==> src/assert_macros.svh <==
// Assertion macros used by the block pool allocator top level.
// Each macro expects clk_i and rst_ni in the scope where it is used.
`ifndef ASSERT_MACROS_SVH
`define ASSERT_MACROS_SVH

// Check a property at every rising clock edge outside reset.
`define ASSERT_AT(name, prop, msg) \
  name: assert property (@(posedge clk_i) disable iff (!rst_ni) (prop)) else $error(msg);

// Check that a condition never holds at a rising clock edge outside reset.
`define ASSERT_NEVER(name, cond, msg) \
  name: assert property (@(posedge clk_i) disable iff (!rst_ni) !(cond)) else $error(msg);

`endif

==> src/bpa_ram.sv <==
// Generic single-write, single-read synchronous RAM with registered read.
// No dependencies.
`default_nettype none

module bpa_ram #(
  parameter int unsigned WIDTH = 8,
  parameter int unsigned DEPTH = 16
) (
  input  logic                     clk_i,
  input  logic                     we_i,
  input  logic [$clog2(DEPTH)-1:0] waddr_i,
  input  logic [WIDTH-1:0]         wdata_i,
  input  logic                     re_i,
  input  logic [$clog2(DEPTH)-1:0] raddr_i,
  output logic [WIDTH-1:0]         rdata_o
);

  logic [WIDTH-1:0] mem_q [DEPTH];
  logic [WIDTH-1:0] rdata_q;

  always_ff @(posedge clk_i) begin
    if (we_i) begin
      mem_q[waddr_i] <= wdata_i;
    end
    // Hold read data until the next read.
    if (re_i) begin
      rdata_q <= mem_q[raddr_i];
    end
  end

  assign rdata_o = rdata_q;

endmodule

`default_nettype wire

==> config.mk <==
export PLATFORM = sky130hd
export DESIGN_NAME = bpa_ram
export DESIGN_NICKNAME = d
export VERILOG_FILES = /design/src/assert_macros.svh /design/src/bpa_ram.sv
export SDC_FILE = /design/constraint.sdc
export NUM_CORES = 1
export LEC_CHECK = 0
export ABC_AREA = 1
export BUFFER_PORTS_ARGS = -buffer_cell sky130_fd_sc_hd__buf_2
export CORE_MARGIN = 3
export CORE_UTILIZATION = 45
export CTS_BUF_LIST = sky130_fd_sc_hd__clkbuf_8 sky130_fd_sc_hd__clkbuf_16
export CTS_CLUSTER_SIZE = 24
export DETAILED_ROUTE_END_ITERATION = 7
export PLACE_DENSITY = 0.68
export SLEW_MARGIN = 20
export SYNTH_ARGS = -nofsm -noshare
export SYNTH_HDL_FRONTEND = slang
export SYNTH_SLANG_ARGS = --single-unit
==> constraint.sdc <==
create_clock -name clk_i -period 1.3 [get_ports clk_i]
set_clock_uncertainty 0.05 [all_clocks]
set_input_delay 0.065 -clock clk_i [delete_from_list [all_inputs] [get_ports clk_i]]
set_output_delay 0.065 -clock clk_i [all_outputs]
set_load 0.02 [all_outputs]
* Word level (Yosys, flattened, before mapping)
Memory sizes are Yosys's and may differ from the RTL's. A register that Yosys moved wholly into a read port is not among the register bits. Index checks and enable logic that the tools add are counted.
Storage, ports and cells: memory bits (read-only) 0, output and inout port bits 8, memories 1, memory bits (writable) 128, register bits after elaboration 0, input bits 19, latch bits 0, word-level logic and storage cells 3
Operators by class: add/sub/neg operators 0, shift-type cells 0, multiplexer cells 2, bitwise logic cells 0, reduce and logical (&&, ||, !) cells 0, $lt $le $gt $ge 0, div/mod/pow operators 0, equal/unequal tests 0, $mul 0
Memories:
- mem_q | depth 16, width 8, read ports 1, clocked after Yosys merged registers in 1, write ports 1, line bpa_ram.sv:18 | logic [WIDTH-1:0] mem_q [DEPTH];
Operators with widths (number):
- two-way mux 1 bit | 2

* Longest topological paths before layout
depth in word-level cells 2, depth in mapped cells 8, mapped depth without buffers 7

* Worst setup path before layout
OpenSTA, ideal clock, no wires.
path type input port to flip-flop, start point input port waddr_i[2], end point memory mem_q[10][0] (enable), required time 0.880 ns, arrival 0.646 ns, setup time 0.370 ns, path slack 0.234 ns, buffers on the path 0, cell stages on the path 2, cells stage by stage nand3b_1 -> nor2_1
RTL lines:
- start: declaration | line bpa_ram.sv:11 | input logic [$clog2(DEPTH)-1:0] waddr_i,
- end: declaration | line bpa_ram.sv:18
Straight into the memory's write port.

==> flow_summary.toml <==
[run_status]
status = "complete, no violations"

[floorplanning]
core_mm2 = 0.0127
initial_core_util = 0.461
die-height_um = 120
rows = 41
dieArea_mm2 = 0.0144
die_x_um = 120
io_pins = 27

[critical_path]
crit_path_start_kind = "flip-flop"
crit_type = "reg -> reg"
rr_startpoint = "mem_q[7][5]"
path_delay_family = "simple AND/OR/NAND/NOR gates"
cp_max_fo = 1
crit_buf_inv = 1
end_kind = "flip-flop"
worst_path_most_repeated_cell = "nand3_1"
worstPathRequired_ps = 1400
slowest_delay_ps = 360
r2r_end = "rdata_o[5]"
arrival_ps = 1290
r2r.worst_path.cells = 6
crit_chain = "inv_1, nand2_1, nand3_1, nand3_1, nand3_1, nand2_1"
reg2reg_slack_ps = 110
slowest_stage = "edfxtp_1"

[power]
p_comb_frac = 0.061
p_seq_frac = 0.477
power_w = 0.0104
p_switching_w = 0.00214
sw_frac_of_total = 0.206
p_clk_frac = 0.462
power_density_mw_per_mm2 = 1520
leakage_nw = 2.98
p_int_w = 0.00828
ir_worst_vdd_mv = 0.937

[sta]
fmaxAchievable_mhz = 843
maxSlewHeadroom = 0.585
period_share = 0.912
worstMarginPinSlew_ps = 622
rsz0062_at_grt = "false"
fin_ws_ps = 114
fin_crit_ps = 1190
timing_hold_violations_final = 0
setup_viol = 0
slew_violations = 0

[route]
vias_per_cell = 5.01
drtIter0Drc = 414
vias = 3919
finalWirelength_mm = 13.0
antenna_left = 0
drc_errors = 0
routedWlPerCell_um = 16.6
firstDrtPassIters = 5

[hold_path]
worstHoldPathCells = 1
hp-start = "wdata_i[6]"
hold_class = "in -> reg"
min_to = "mem_q[8][6]"

[synth]
synth_mux_area_frac = 0
ys_warn_count = 0
synth_seq_cells = 136
yosys.area.top_type = "edfxtp_1"
yosys.area_share.xor_xnor = 0
synthSimpleGateAreaFrac = 0.208
synthDominantCellAreaShare = 0.698
syn_area_per_cell_um2 = 10.6
syn-num-nets = 570
synth_compound_gate_area_share = 0
synthAdderAreaFrac = 0
ys_types = 11
synth_top_family_by_area = "simple AND/OR/NAND/NOR gates"
syn_inst = 551
synthesis.area_mm2 = 0.00585
yosysSeqAreaShare = 0.698
synth_area_leaders = "edfxtp_1 70%, nand2_1 11%, nand3_1 8.3%, inv_1 6.4%, buf_6 1.2%"

[place]
hpwlAfterDp_mm = 8.01
dp_slack_ps = -13.6
post_dp_cell_area_mm2 = 0.00624
place_congestion = 0.881
port-buffer-count = 26

[clocking]
cts_max_level = 4
cts_tree = "done"
path_clk_slew_ps = 60
root_buffer = "clkbuf_16"
cts_setup_buffers = 0
clk_latency_ps = 410
clk_path_buf_depth = 2
clkSinkCount = 136
cts_buffers = 17

[grt]
grt_overflow = 0
grt_first_pass_wirelength_mm = 20.9
antenna_found_initial = 0
grt_use_total = 0.192
grt_max_degree = 65
grt_pass1_vias = 3732

[layout]
nets = 617
syn_to_final_growth_pct = 17.2
fin_area_mm2 = 0.00686
layout-drive-gt1-share = 0.128
num_antenna_cells = 0

[run]
drv_cap = 0
[area by class of cell]
cell class,instances,area (um2)
fillers,1055,5820
flip-flops and latches,136,4080
multi-input cells,289,1210
clock buffers,17,425
inverters,102,383
repair buffers,52,368
well taps,172,215
clock inverters,14,166
[worst max path at each step]
stage / start / end / cells past startpoint
after floorplan: waddr_i[2] / mem_q[10][0] / 2
after global placement: raddr_i[0] / rdata_o[5] / 7
after detailed placement: raddr_i[1] / rdata_o[4] / 6
after CTS: mem_q[13][0] / rdata_o[0] / 6
after global routing: mem_q[7][5] / rdata_o[5] / 6
final: mem_q[7][5] / rdata_o[5] / 6
[per-layer routing]
| metal | share of wire | track usage | vias to the layer above |
|---|---|---|---|
| li1 | - | - | 1878 |
| met1 | 0.42 | 0.259 | 1847 |
| met2 | 0.49 | 0.305 | 176 |
| met3 | 0.072 | 0.0410 | 18 |
| met4 | 0.018 | 0.0780 | 0 |
| met5 | 0 | 0 | - |
[through the flow]
stage	util	cells	TNS [ps]	hold WS (ps)
3_3_place_gp	0.493	749	0	395
3_5_place_dp	0.493	749	-13.6	397
5_1_grt	0.541	782	0	29.7
4_1_cts	0.541	782	0	29.7
6_report	0.541	782	0	38.7
2_1_floorplan	-	551	0	114
[cell usage after synthesis]
cell type,n
inv_1,100
nand2_1,173
edfxtp_1,136
buf_2,13
nand3b_1,2
nor2_1,17
nand3_1,97
buf_4,4
inv_2,2
buf_1,1
buf_6,6
[registers in the layout (all words and copies together) (netlist names)]
name and cells:
mem_q 128, rdata_o 8
[what timing repair did]
item	CTS	global route
resized for setup	0	0
hold buffers	2	0
hold endpoints to repair	9	0
[power by group through the flow]
| stage | sequential (W) | combinational [W] | clock (W) |
|---|---|---|---|
| global placement | 0.00506 | 0.000606 | 0 |
| finish | 0.00497 | 0.000633 | 0.00482 |
| CTS | 0.00497 | 0.000635 | 0.00486 |
| global route | 0.00498 | 0.000698 | 0.00507 |
| floorplan | 0.00508 | 0.000346 | 0 |
| detailed placement | 0.00506 | 0.000620 | 0 |
[cell usage in the layout, fill, tap and decap left out, drive strengths merged, types with 2 or more instances in the layout]
| master | n |
|---|---|
| buf | 50 |
| bufinv | 4 |
| clkbuf | 17 |
| clkinv | 6 |
| dlygate4sd3 | 2 |
| edfxtp | 136 |
| inv | 105 |
| nand2 | 173 |
| nand3 | 97 |
| nand3b | 2 |
| nor2 | 17 |
[worst register-to-register path, stage by stage (launching register included)]
cell and delay [ps]:
edfxtp_1 360, inv_1 60, nand2_1 40, nand3_1 100, nand3_1 120, nand3_1 130, nand2_1 70
[cell families (layout without fill, tap and decap cells)]
family	after synthesis	count (layout)
flip-flops	136	136
buffers and inverters	126	185
AND/OR/NAND/NOR	289	289
No activity file was read; power rests on OpenSTA's default activity.
